File: config.mk
export PLATFORM = sky130hd
export DESIGN_NAME = swm_cell
export DESIGN_NICKNAME = d
export VERILOG_FILES = /design/src/design/swm_pkg.sv /design/src/design/swm_cell.sv
export SDC_FILE = /design/constraint.sdc
export NUM_CORES = 1
export LEC_CHECK = 0
export BUFFER_PORTS_ARGS = -buffer_cell sky130_fd_sc_hd__buf_4
export CORE_MARGIN = 2
export CORE_UTILIZATION = 45
export CTS_CLUSTER_DIAMETER = 80
export CTS_CLUSTER_SIZE = 20
export DETAILED_ROUTE_END_ITERATION = 8
export PLACE_DENSITY_LB_ADDON = 0.08
export SLEW_MARGIN = 20
export SYNTH_ARGS = -nofsm -noshare
export SYNTH_HDL_FRONTEND = slang
export SYNTH_SLANG_ARGS = --single-unit
File: constraint.sdc
create_clock -name clk -period 6 [get_ports clk]
set_input_delay 1.8 -clock clk [delete_from_list [all_inputs] [get_ports clk]]
set_output_delay 1.8 -clock clk [all_outputs]
set_load 0.005 [all_outputs]
File: src/design/swm_pkg.sv
`timescale 1ns / 1ps
`default_nettype none

package swm_pkg;

    // built depth of the window and sample width
    localparam int WINDOW_MAX   = 64;
    localparam int SAMPLE_WIDTH = 32;

    // width of the window length register
    localparam int WLEN_W = 7;
    localparam logic [WLEN_W-1:0] WLEN_RESET = WLEN_W'(3);

    // cell index / age width and a count that can hold the depth itself
    localparam int IDX_W = (WINDOW_MAX > 1) ? $clog2(WINDOW_MAX) : 1;
    localparam int CNT_W = $clog2(WINDOW_MAX + 1);

    // stream data width, padded to whole bytes
    localparam int TDATA_W = ((SAMPLE_WIDTH + 7) / 8) * 8;

    // what a cell shows its neighbors
    typedef struct packed {
        logic [SAMPLE_WIDTH-1:0] value;
        logic [IDX_W-1:0]        age;
        logic                    valid;
        logic                    le;     // valid and not greater than the new sample
    } swm_view_t;

    // broadcast control for the whole row of cells
    typedef struct packed {
        logic                    load;     // sample transfer this cycle
        logic                    clear;    // empty the window
        logic                    full;     // window holds k entries before this sample
        logic [IDX_W-1:0]        age_last; // age of the oldest entry, k-1
        logic [SAMPLE_WIDTH-1:0] sample;
    } swm_ctrl_t;

endpackage

`default_nettype wire

File: src/design/swm_cell.sv
`timescale 1ns / 1ps
`default_nettype none

module swm_cell
    import swm_pkg::*;
(
    input  wire logic      clk,
    input  wire logic      rst_n,
    input  wire swm_ctrl_t ctrl,
    input  wire swm_view_t up_old,   // old contents of the next cell up
    input  wire swm_view_t dn_view,  // post-eviction view of the cell below
    input  wire logic      dn_ev,    // eviction at or below the cell below
    output swm_view_t      old_view,
    output swm_view_t      ev_view,  // this slot after the oldest entry is removed
    output logic           ev_out
);

    logic [SAMPLE_WIDTH-1:0] value_reg, value_next;
    logic [IDX_W-1:0]        age_reg, age_next;
    logic                    valid_reg, valid_next;

    // own contents and compare against the incoming sample
    always_comb
    begin
        old_view.value = value_reg;
        old_view.age   = age_reg;
        old_view.valid = valid_reg;
        old_view.le    = valid_reg && ($signed(value_reg) <= $signed(ctrl.sample));
    end

    // eviction: everything above the oldest entry slides down by one
    assign ev_out  = dn_ev || (ctrl.full && valid_reg && (age_reg == ctrl.age_last));
    assign ev_view = ev_out ? up_old : old_view;

    // insertion: keep, take the new sample, or take the entry from below
    always_comb
    begin
        value_next = value_reg;
        age_next   = age_reg;
        valid_next = valid_reg;
        if (ctrl.clear)
        begin
            valid_next = 1'b0;
        end
        else if (ctrl.load)
        begin
            if (ev_view.le)
            begin
                value_next = ev_view.value;
                age_next   = ev_view.age + IDX_W'(1);
                valid_next = 1'b1;
            end
            else if (dn_view.le)
            begin
                value_next = ctrl.sample;
                age_next   = '0;
                valid_next = 1'b1;
            end
            else
            begin
                value_next = dn_view.value;
                age_next   = dn_view.age + IDX_W'(1);
                valid_next = dn_view.valid;
            end
        end
    end

    // valid flag
    always_ff @(posedge clk or negedge rst_n)
    begin
        if (!rst_n)
        begin
            valid_reg <= 1'b0;
        end
        else
        begin
            valid_reg <= valid_next;
        end
    end

    // entry payload
    always_ff @(posedge clk)
    begin
        value_reg <= value_next;
        age_reg   <= age_next;
    end

endmodule

`default_nettype wire

* Yosys cells after proc, flatten, opt, wreduce, memory -nomap -nowiden *
Index checks and enable logic that the tools add are counted.

storage, ports and cells
  flip-flop bits (word level) = 39
  latch bits = 0
  memory bits (writable) = 0
  memory bits (read-only) = 0
  word-level logic and storage cells = 23
  memories kept = 0

cells by class
  $add $sub $neg = 2
  $mul = 0
  divide/modulo/power cells = 0
  order comparisons = 1
  equal/unequal tests = 1
  shift operators = 0
  multiplexer cells = 9
  bitwise operators = 1
  reduce and logical (&&, ||, !) cells = 6

operators with widths
  kind                 count
  $mux 32              2
  $mux 40              1
  $le 32x32->1         1
  $add 6x1->6 const B  2
  $mux 6               2
  $eq 6x6->1           1
  $mux 1               4
  $logic_and 1x1->1    3
  $reduce_and 2->1     1
  $reduce_bool 2->1    1
  $logic_or 1x1->1     1
  $not 1->1            1

* Longest topological paths before layout *
Gate-level depths: netlist of run 1.

  word-level depth = 7
  mapped depth = 10

* Least setup slack after synthesis of run 1 *
OpenSTA, ideal clock, no wires.

  path type = input-to-output
  start point = input ctrl[14] (netlist bit)
  end point = output ev_view[0] (netlist bit)
  arrival time = 3.798 ns
  data required time = 4.200 ns
  slack = 0.402 ns
  cell stages on the path = 10
  cell sequence = inv_1 > ha_1 > nand4_1 > or4_1 > a21oi_1 > nor3_1 > a31o_2 > a221oi_4 > buf_6 > inv_1

RTL lines
  what             line            RTL
  start, declared  swm_cell.sv:9   input wire swm_ctrl_t ctrl,
  end, declared    swm_cell.sv:14  output swm_view_t ev_view,

==> run summary, run 1 <==
Post-Syn Nets: 525
FF+latch count, synth: 39
Fill cell count: 634
Critical path launch point type: primary input
IR drop worst, VDD: 0.08243 mV
Final setup vio count: 0
Layout cells sized above 1: 0.5150
Starting Density: 0.4655
Core Area: 0.007727 mm²
CTS clk-pin slew, worst paths: 0.08 ns
CTS root buf: clkbuf_8
Synth async-reset ratio: 0.02564
Clk_lat worst skew: 0.29 ns
Antenna Nets Post-Route: 0
TritonCTS clock tree: done
Vias: 3443
# nets final: 722
Pwr dens: 159.7 mW/mm²
Max reg flops: 32
I/O pin count: 205
Vias/cell: 5.162
Number of flops mapped to enable cells by yosys: 38
DR pass1 iterations: 4
CP Launch Point: ctrl[14]
Post-CTS Hold Buffers: 0
Worst R2R Setup Slack: 2.48 ns
Final Util: 0.6862
CP required: 4.20 ns
Top cells by area, synth: edfxtp_1, mux2_2, ha_1
Rows: 32
Post-synthesis sequential area ratio: 0.3242
YS warnings: 0
Clock Skews: 0.005498 ns
Leakage: 2.509 nW
Capturing point of the worst reg2reg path: value_reg[7]
Crit path DAT: 3.98 ns
Chip Width: 93.41 µm
Clock tree buffer depth: 2
Avg WL per Cell: 15.62 µm
Reg2reg start: value_reg[15]
Cells after Synth: 367
H-tree depth: 2
Max-cap viol count: 0
Vias in the first global route: 3454
Slew at the pin closest to its max-slew limit: 0.6879 ns
Placer Congestion: 0.7858
Fmax achieved: 0.1729 GHz
Area Overhead vs Synth: 47.41%
Count of different cell masters after synthesis: 37
Synthesized area: 0.003597 mm²
Worst hold path type: reg -> reg
CP Capture Type: primary output
Hold Fails Final Rpt: 0
Total Routed Length: 10.42 mm
RSZ-0062 raised after global routing: false
Inserted Diodes: 0
Initial DRC Count: 130
Dominant cell type by area after synthesis: edfxtp_1
Top-area cell type share of the netlist area: 0.3172
Top_reg_cell synth: edfxtp_1
Die area: 0.008724 mm²
Grt ovf: 0
First-pass GRT wire length: 16.28 mm
Worst reg2reg path depth: 9
Count leader, synth: mux2_2
Syn Area/Cell: 9.802 µm²
Pin count of the biggest net entering global routing: 71
Slew Limit Fails: 0
HPWL Detailed: 8.042 mm
Outcome: complete, no violations
Critical Path Sink: ev_view[0]
Die H: 93.41 µm
Sum Neg Setup Slack: 0 ns
Worst Path Max Fanout: 3
Tcrit/Tclk final: 0.9641
Port Buffer Count: 204
Drt drc: 0
GRT Util Overall: 0.2335
Post-synth top cells: mux2_2, a21oi_1, nor2_1, edfxtp_1, inv_1
Post-CTS sizing: 0
Setup Crit Path Kind: in -> out
Setup Buffers After CTS: 0
Num CTS Buffers: 5
CTS sink cnt: 39
Slew headroom: 0.5414
Initial antenna violation count: 0
Period minus WS final: 5.785 ns
layout make-up:
class                   instances  area (µm²)  share of cell area
multi-input cells             275        2220              0.4186
repair buffers                207        1574              0.2968
flip-flops and latches         39        1166              0.2199
inverters                      36       135.1             0.02548
well taps                     102       127.6             0.02407
clock buffers                   6       72.57             0.01369
clock inverters                 2       7.507            0.001416
cell usage in the layout, fill, tap and decap left out, drive strengths merged, types with 2 or more instances in the layout:
cell type,count
a21oi,45
mux2,76
edfxtp,38
a221oi,2
o21ai,6
buf,207
xor2,8
ha,34
a21o,2
mux2i,4
nor3,3
inv,36
nand3,8
nor2b,3
nand4,8
nand2b,3
nor2,43
and3,3
clkinv,2
clkbuf,6
nand2,10
xnor2,6
where the power goes:
| part | internal, mW | switching, mW |
|---|---|---|
| sequential | 0.326 | 0.0160 |
| clock | 0.0796 | 0.0952 |
| combinational | 0.194 | 0.136 |
| total | 0.599 | 0.247 |
kinds of logic after synthesis:
family                   after synthesis  synth area share
multiplexers                          80            0.2490
buffers and inverters                 53           0.06504
XOR/XNOR                              14           0.03409
AO/OA/AOI/OAI                         63            0.1037
flip-flops                            39            0.3242
AND/OR/NAND/NOR                       84            0.1057
adder cells (fa/ha/maj)               34            0.1183
worst max-delay path, stage by stage:
cell and delay (ns):
buf_4 0.08, inv_1 0.04, ha_1 0.31, nand4_1 0.15, or4_1 0.61, a21oi_1 0.17, nor3_1 0.09, a31o_2 0.28
a221oi_4 0.24, inv_1 0.08, buf_4 0.14
per-stage QoR:
step / power (mW) / worst slack [ns] / hold slack (ns) / area, µm² / cells
6_report: 0.8468 / 0.2153 / 0.6455 / 5303 / 667
5_1_grt: 0.8949 / 0.03141 / 0.6724 / 5303 / 667
4_1_cts: 0.8516 / 0.2158 / 0.6493 / 5275 / 666
3_5_place_dp: 0.6774 / 0.2261 / 0.6371 / 5195 / 658
3_3_place_gp: 0.6689 / 0.3240 / 0.6199 / 5195 / 658
2_1_floorplan: 0.5196 / 0.4019 / 0.5766 / 3597 / 367
metal layers:
layer / global-route usage / up-vias / share of wire
met5: 0 / - / 0
met4: 0.06373 / 0 / 0.011
met3: 0.03384 / 10 / 0.069
met2: 0.4394 / 133 / 0.52
met1: 0.2739 / 1588 / 0.40
li1: - / 1712 / -
worst min path at each step:
stage / from / to / slack, ns / cells after the start
final: valid_reg / valid_reg / 0.65 / 2
after global routing: valid_reg / valid_reg / 0.67 / 2
after CTS: valid_reg / valid_reg / 0.65 / 2
after detailed placement: valid_reg / valid_reg / 0.64 / 2
after global placement: valid_reg / valid_reg / 0.62 / 2
after floorplan: valid_reg / valid_reg / 0.58 / 2
Note: power is estimated with default switching activity, not from simulation.
==> inputs of run 2 (changes only) <==
--- a/config.mk
+++ b/config.mk
@@ -11,3 +11,3 @@
 export CTS_CLUSTER_DIAMETER = 80
-export CTS_CLUSTER_SIZE = 20
+export CTS_CLUSTER_SIZE = 25
 export DETAILED_ROUTE_END_ITERATION = 8
==> constraint.sdc (replaced) <==
create_clock -name clk -period 5.5 [get_ports clk]
set_input_delay 1.65 -clock clk [delete_from_list [all_inputs] [get_ports clk]]
set_output_delay 1.65 -clock clk [all_outputs]
set_load 0.01 [all_outputs]
==> run 2 against run 1 <==
  * Clock-buffer cell count stayed put
  * First-iteration DRC count is 37% lower
  * Highest routed layer unchanged
  * Die area stayed put
  * Non-clock buffer count is 4 higher
  * Clock skew is 0.0012 ns higher
  * Core utilization is 1.2 points higher
  * Clock power is 66% higher
  * Sequential cell count stayed put
  * Register-to-register slack worse by 0.33 ns
==> run summary, run 2 (synthesized netlist as in run 1, its figures left out) <==
CP required: 3.85 ns (-0.35 ns)
Outcome: complete, no violations
Inserted Diodes: 0 (unchanged)
# nets final: 726 (+0.55%)
Sequential power share: 0.357 (-0.047)
Initial antenna violation count: 0 (unchanged)
Hold Fails Final Rpt: 0 (unchanged)
Design Power: 1.046 mW (+23%)
Die H: 93.41 µm (unchanged)
Clk_lat worst skew: 0.30 ns (about the same)
Period minus WS final: 5.371 ns
DR pass1 iterations: 4 (unchanged)
Area Overhead vs Synth: 50.05%
Critical path launch point type: primary input
Leakage: 2.554 nW (+1.8%)
Placed insts: 661 (+0.46%)
Fmax achieved: 0.1862 GHz
Port Buffer Count: 204 (unchanged)
CTS clk-pin slew, worst paths: 0.08 ns (about the same)
I/O pin count: 205 (unchanged)
Avg WL per Cell: 15.41 µm (-1.4%)
Tcrit/Tclk final: 0.9766
Worst hold path type: reg -> reg
IR drop worst, VDD: 0.1190 mV (+44%)
Dpl ws: 0.08502 ns (-0.1410 ns)
RSZ-0062 raised after global routing: false
Pwr dens: 193.7 mW/mm² (+21%)
Placer Congestion: 0.8015 (+2.0%)
Core Area: 0.007727 mm² (unchanged)
Sum Neg Setup Slack: 0 ns (unchanged)
Clock tree buffer depth: 2 (unchanged)
Commonest non-fill, non-tap cells in the layout: buf_4, mux2_2, a21oi_1, nor2_1, edfxtp_1
Fin cells: 671 (+0.60%)
Switch share: 0.2800 (-0.01213)
CTS sink cnt: 39 (unchanged)
Slew at the pin closest to its max-slew limit: 0.6894 ns (+0.001495 ns)
Clock share of power: 0.278 (+0.072)
Pin count of the biggest net entering global routing: 71 (unchanged)
TritonCTS clock tree: done
Grt ovf: 0 (unchanged)
Layout cells sized above 1: 0.5272 (+0.01220)
Initial DRC Count: 82 (-37%)
GRT busiest layer: met2
Vias: 3460 (+0.49%)
Int Power: 0.7529 mW (+26%)
Slew Limit Fails: 0 (unchanged)
First-pass GRT wire length: 15.87 mm (-2.5%)
Antenna Nets Post-Route: 0 (unchanged)
Rows: 32 (unchanged)
Crit path DAT: 3.72 ns (-0.26 ns)
Worst path slowest cell: mux2_2
Max reg flops: 32 (unchanged)
H-tree depth: 2 (unchanged)
Combinational share of power: 0.365 (-0.025)
Most common cell after layout, fill and taps aside: buf_4
Starting Density: 0.4655 (unchanged)
Setup Crit Path Kind: in -> out
GRT Util Overall: 0.2284 (-0.005129)
Total Routed Length: 10.34 mm (-0.76%)
Max incr delay on CP: 0.36 ns (-0.25 ns)
Num CTS Buffers: 5 (unchanged)
CP Capture Type: primary output
Met2 Usage GRT: 0.4209 (-0.01859)
Chip Width: 93.41 µm (unchanged)
Die area: 0.008724 mm² (unchanged)
Final WS setup: 0.1288 ns (-0.08650 ns)
Fill cell count: 622 (-1.9%)
Max-cap viol count: 0 (unchanged)
Clock Skews: 0.006663 ns (+0.001165 ns)
Psw: 0.2928 mW (+18%)
Slew headroom: 0.5404 (-0.0009970)
Final setup vio count: 0 (unchanged)
Worst Path Max Fanout: 3 (unchanged)
Met3 usage: 0.03626 (+0.002417)
HPWL Detailed: 8.067 mm (+0.31%)
Vias/cell: 5.156 (-0.11%)
CP cell instances: buf_4 > inv_1 > ha_1 > a21oi_1 > o21ai_0 > a221oi_1 > and3_4 > mux2_2 > a221oi_4 > inv_1 > buf_4
CTS root buf: clkbuf_8
Drt drc: 0 (unchanged)
Met1 Track Usage GR: 0.2698 (-0.004065)
Vias in the first global route: 3377 (-2.2%)
[run 2: critical path: cells and delay by family]
kind	cells	cell delay (ns)
compound gates	4	0.80
mux	1	0.36
simple gates	1	0.25
fa+ha+maj	1	0.32
buf+inv	4	0.33
[run 2: what timing repair did]
item,in CTS,in global routing
buffers inserted,0,1
gates resized for setup,0,4
hold buffers,0,0
setup endpoints to repair,0,1
[run 2: power by group through the flow]
stage,sequential (mW),combinational [mW],clock (mW)
6_report,0.373,0.382,0.291
5_1_grt,0.376,0.417,0.307
4_1_cts,0.373,0.381,0.299
3_5_place_dp,0.380,0.379,0
3_3_place_gp,0.379,0.371,0
2_1_floorplan,0.383,0.201,0
[run 2: layout make-up]
class                           instances  area, µm²  share of cell area
Timing Repair Buffer                  211       1604              0.2972
Inverter                               36      135.1             0.02503
Tap cell                              102      127.6             0.02364
Multi-Input combinational cell        275       2232              0.4135
Clock inverter                          2      60.06             0.01113
Clock buffer                            6      72.57             0.01344
Sequential cell                        39       1166              0.2160
[run 2: path summary, 6_finish.rpt]
path	start	to	slack [ns]	cells past startpoint
min in group asynchronous	rst_n	valid_reg	1.11	1
max reg2reg	value_reg[23]	value_reg[12]	2.15	9
min reg2reg	valid_reg	valid_reg	0.64	2
max in group asynchronous	rst_n	valid_reg	4.31	1
min	valid_reg	valid_reg	0.64	2
max	ctrl[23]	ev_view[0]	0.13	11
[run 2: metrics by stage]
step / utilization / hold WS [ns] / area, µm²
after floorplan: - / 0.5766 / 3597
after global placement: 0.6752 / 0.6194 / 5218
after detailed placement: 0.6752 / 0.6391 / 5218
after CTS: 0.6924 / 0.6502 / 5350
after global routing: 0.6985 / 0.7022 / 5398
final: 0.6985 / 0.6434 / 5398
[run 2: routing by layer]
layer  wire length, µm  vias to the layer above
li1                  -                     1721
met1              4086                     1595
met2              5467                      134
met3               667                       10
met4               116                        0
met5                 0                        -
==> inputs of run 3 (changes only) <==
Settings changed: CORE_MARGIN 2 to unset.
==> run 3 against run 2 <==
  * Worst setup slack gained 0.024 ns
  * Total power decreased by 9.5%
  * Design area fell by 1.3%
  * First-iteration DRC count up 8.5%
  * Fmax is 0.46% higher
  * Clock power decreased by 34%
  * Clock-buffer cell count fell by 1
  * Worst hold slack gained 0.010 ns
  * Critical path type unchanged
  * Critical endpoint unchanged
  * Largest power group unchanged
==> run summary, run 3 (synthesized netlist as in run 1, its figures left out) <==
Die area: 0.008355 mm² (-4.2%)
Sum Neg Setup Slack: 0 ns (unchanged)
DR pass1 iterations: 4 (unchanged)
Commonest non-fill, non-tap cells in the layout: buf_4, mux2_2, a21oi_1, nor2_1, edfxtp_1
Slew at the pin closest to its max-slew limit: 0.6751 ns (-0.01429 ns)
I/O pin count: 205 (unchanged)
Clk_lat worst skew: 0.30 ns (about the same)
Met3 WL: 560 µm (-16%)
Placer Congestion: 0.8148 (+1.7%)
Dpl ws: 0.03619 ns (-0.04882 ns)
Max reg flops: 32 (unchanged)
Vias in the first global route: 3402 (+0.74%)
Fmax achieved: 0.1870 GHz (+0.46%)
IR drop worst, VDD: 0.1042 mV (-12%)
Worst Path Max Fanout: 3 (unchanged)
Tcrit/Tclk final: 0.9721 (-0.004451)
Placed cell areas: 0.005210 mm² (-0.14%)
Hold Fails Final Rpt: 0 (unchanged)
H-tree depth: 2 (unchanged)
Initial DRC Count: 89 (+8.5%)
Drt drc: 0 (unchanged)
Slew headroom: 0.5499 (+0.009528)
CTS clk-pin slew, worst paths: 0.08 ns (about the same)
CTS root buf: clkbuf_8
Max-cap viol count: 0 (unchanged)
Period minus WS final: 5.347 ns (-0.02448 ns)
Crit path DAT: 3.70 ns (-0.02 ns)
Placed insts: 660 (-0.15%)
Layout cells sized above 1: 0.5247 (-0.002506)
Final Cell Area: 0.005328 mm² (-1.3%)
CP cell instances: buf_4 > inv_1 > ha_1 > nand4_1 > or4_4 > a21oi_2 > nor3_1 > a31o_2 > a221oi_4 > inv_1 > buf_4
Core Area: 0.007727 mm² (unchanged)
Clock tree buffer depth: 2 (unchanged)
Chip Width: 91.41 µm (-2.1%)
Port Buffer Count: 204 (unchanged)
Avg WL per Cell: 15.21 µm (-1.3%)
Vias/cell: 5.205 (+0.94%)
Die H: 91.41 µm (-2.1%)
Grt ovf: 0 (unchanged)
Starting Density: 0.4655 (unchanged)
Clock Skews: 0.005396 ns (-0.001267 ns)
Vias: 3477 (+0.49%)
# nets final: 724 (-0.28%)
GRT Util Overall: 0.2430 (+0.01459)
Total Routed Length: 10.16 mm (-1.7%)
Worst path slowest cell: or4_4
Max incr delay on CP: 0.52 ns (+0.16 ns)
TritonCTS clock tree: done
Antenna Nets Post-Route: 0 (unchanged)
Fin Hold WS: 0.6537 ns (+0.01033 ns)
Inserted Diodes: 0 (unchanged)
Most common cell after layout, fill and taps aside: buf_4
Setup Crit Path Kind: in -> out
HPWL Detailed: 7.816 mm (-3.1%)
Area Overhead vs Synth: 48.10%
Slew Limit Fails: 0 (unchanged)
Pwr dens: 177.6 mW/mm² (-8.3%)
Worst hold path type: reg -> reg
Outcome: complete, no violations
Final Util: 0.6894 (-0.009067)
Design Power: 0.9462 mW (-9.5%)
Num CTS Buffers: 5 (unchanged)
RSZ-0062 raised after global routing: false
First-pass GRT wire length: 16.23 mm (+2.3%)
Fill cell count: 623 (+0.16%)
Rows: 32 (unchanged)
Metal2 WL: 5.251 mm (-4.0%)
Critical path launch point type: primary input
CP required: 3.85 ns (about the same)
Pin count of the biggest net entering global routing: 71 (unchanged)
M1 wire length: 4.160 mm (+1.8%)
Fin cells: 668 (-0.45%)
Final setup vio count: 0 (unchanged)
CP Capture Type: primary output
Leakage: 2.521 nW (-1.3%)
Max Used Layer: met4
Post-CTS Hold Buffers: 0 (unchanged)
CTS sink cnt: 39 (unchanged)
Final WS setup: 0.1532 ns (+0.02448 ns)
Initial antenna violation count: 0 (unchanged)
-- run 3: worst max-delay path: cells and delay by family --
family	cells	cell delay, ns
AOI/OAI and AO/OA	3	0.64
adders and majority gates	1	0.31
buffers and inverters	4	0.36
and+or+nand+nor	3	0.73
-- run 3: cell type report --
class                      instances  area, µm²  area share
clock buffer                       5      68.82     0.01292
clock inverter                     2      8.758    0.001644
inverter                          36      135.1     0.02536
multi-input combinational        275       2232      0.4190
sequential                        39       1166      0.2189
tap                              102      127.6     0.02395
timing repair buffer             209       1589      0.2983
-- run 3: path summary, 6_finish.rpt --
path	start	endpoint	slack [ns]	cells after the start
worst min-delay path	valid_reg	valid_reg	0.65	2
worst max register to register	value_reg[15]	value_reg[6]	2.14	9
worst max-delay path	ctrl[14]	ev_view[0]	0.15	11
max in group asynchronous	rst_n	valid_reg	4.31	1
min in group asynchronous	rst_n	valid_reg	1.11	1
worst min register to register	valid_reg	valid_reg	0.65	2
-- run 3: power breakdown --
part	internal (mW)	leakage (nW)	switching [mW]	total (mW)
registers	0.355	0.368	0.0176	0.373
clock network	0.0847	0.0414	0.108	0.192
logic	0.215	2.11	0.166	0.381
-- run 3: repair_timing --
action,CTS,global route
gates resized for setup,0,5
endpoints found under the setup margin,0,1
buffers inserted,0,0
-- run 3: layer usage --
layer,track usage,vias to the layer above
li1,-,1718
met1,0.2920,1611
met2,0.4386,132
met3,0.04020,16
met4,0.07672,0
met5,0,-
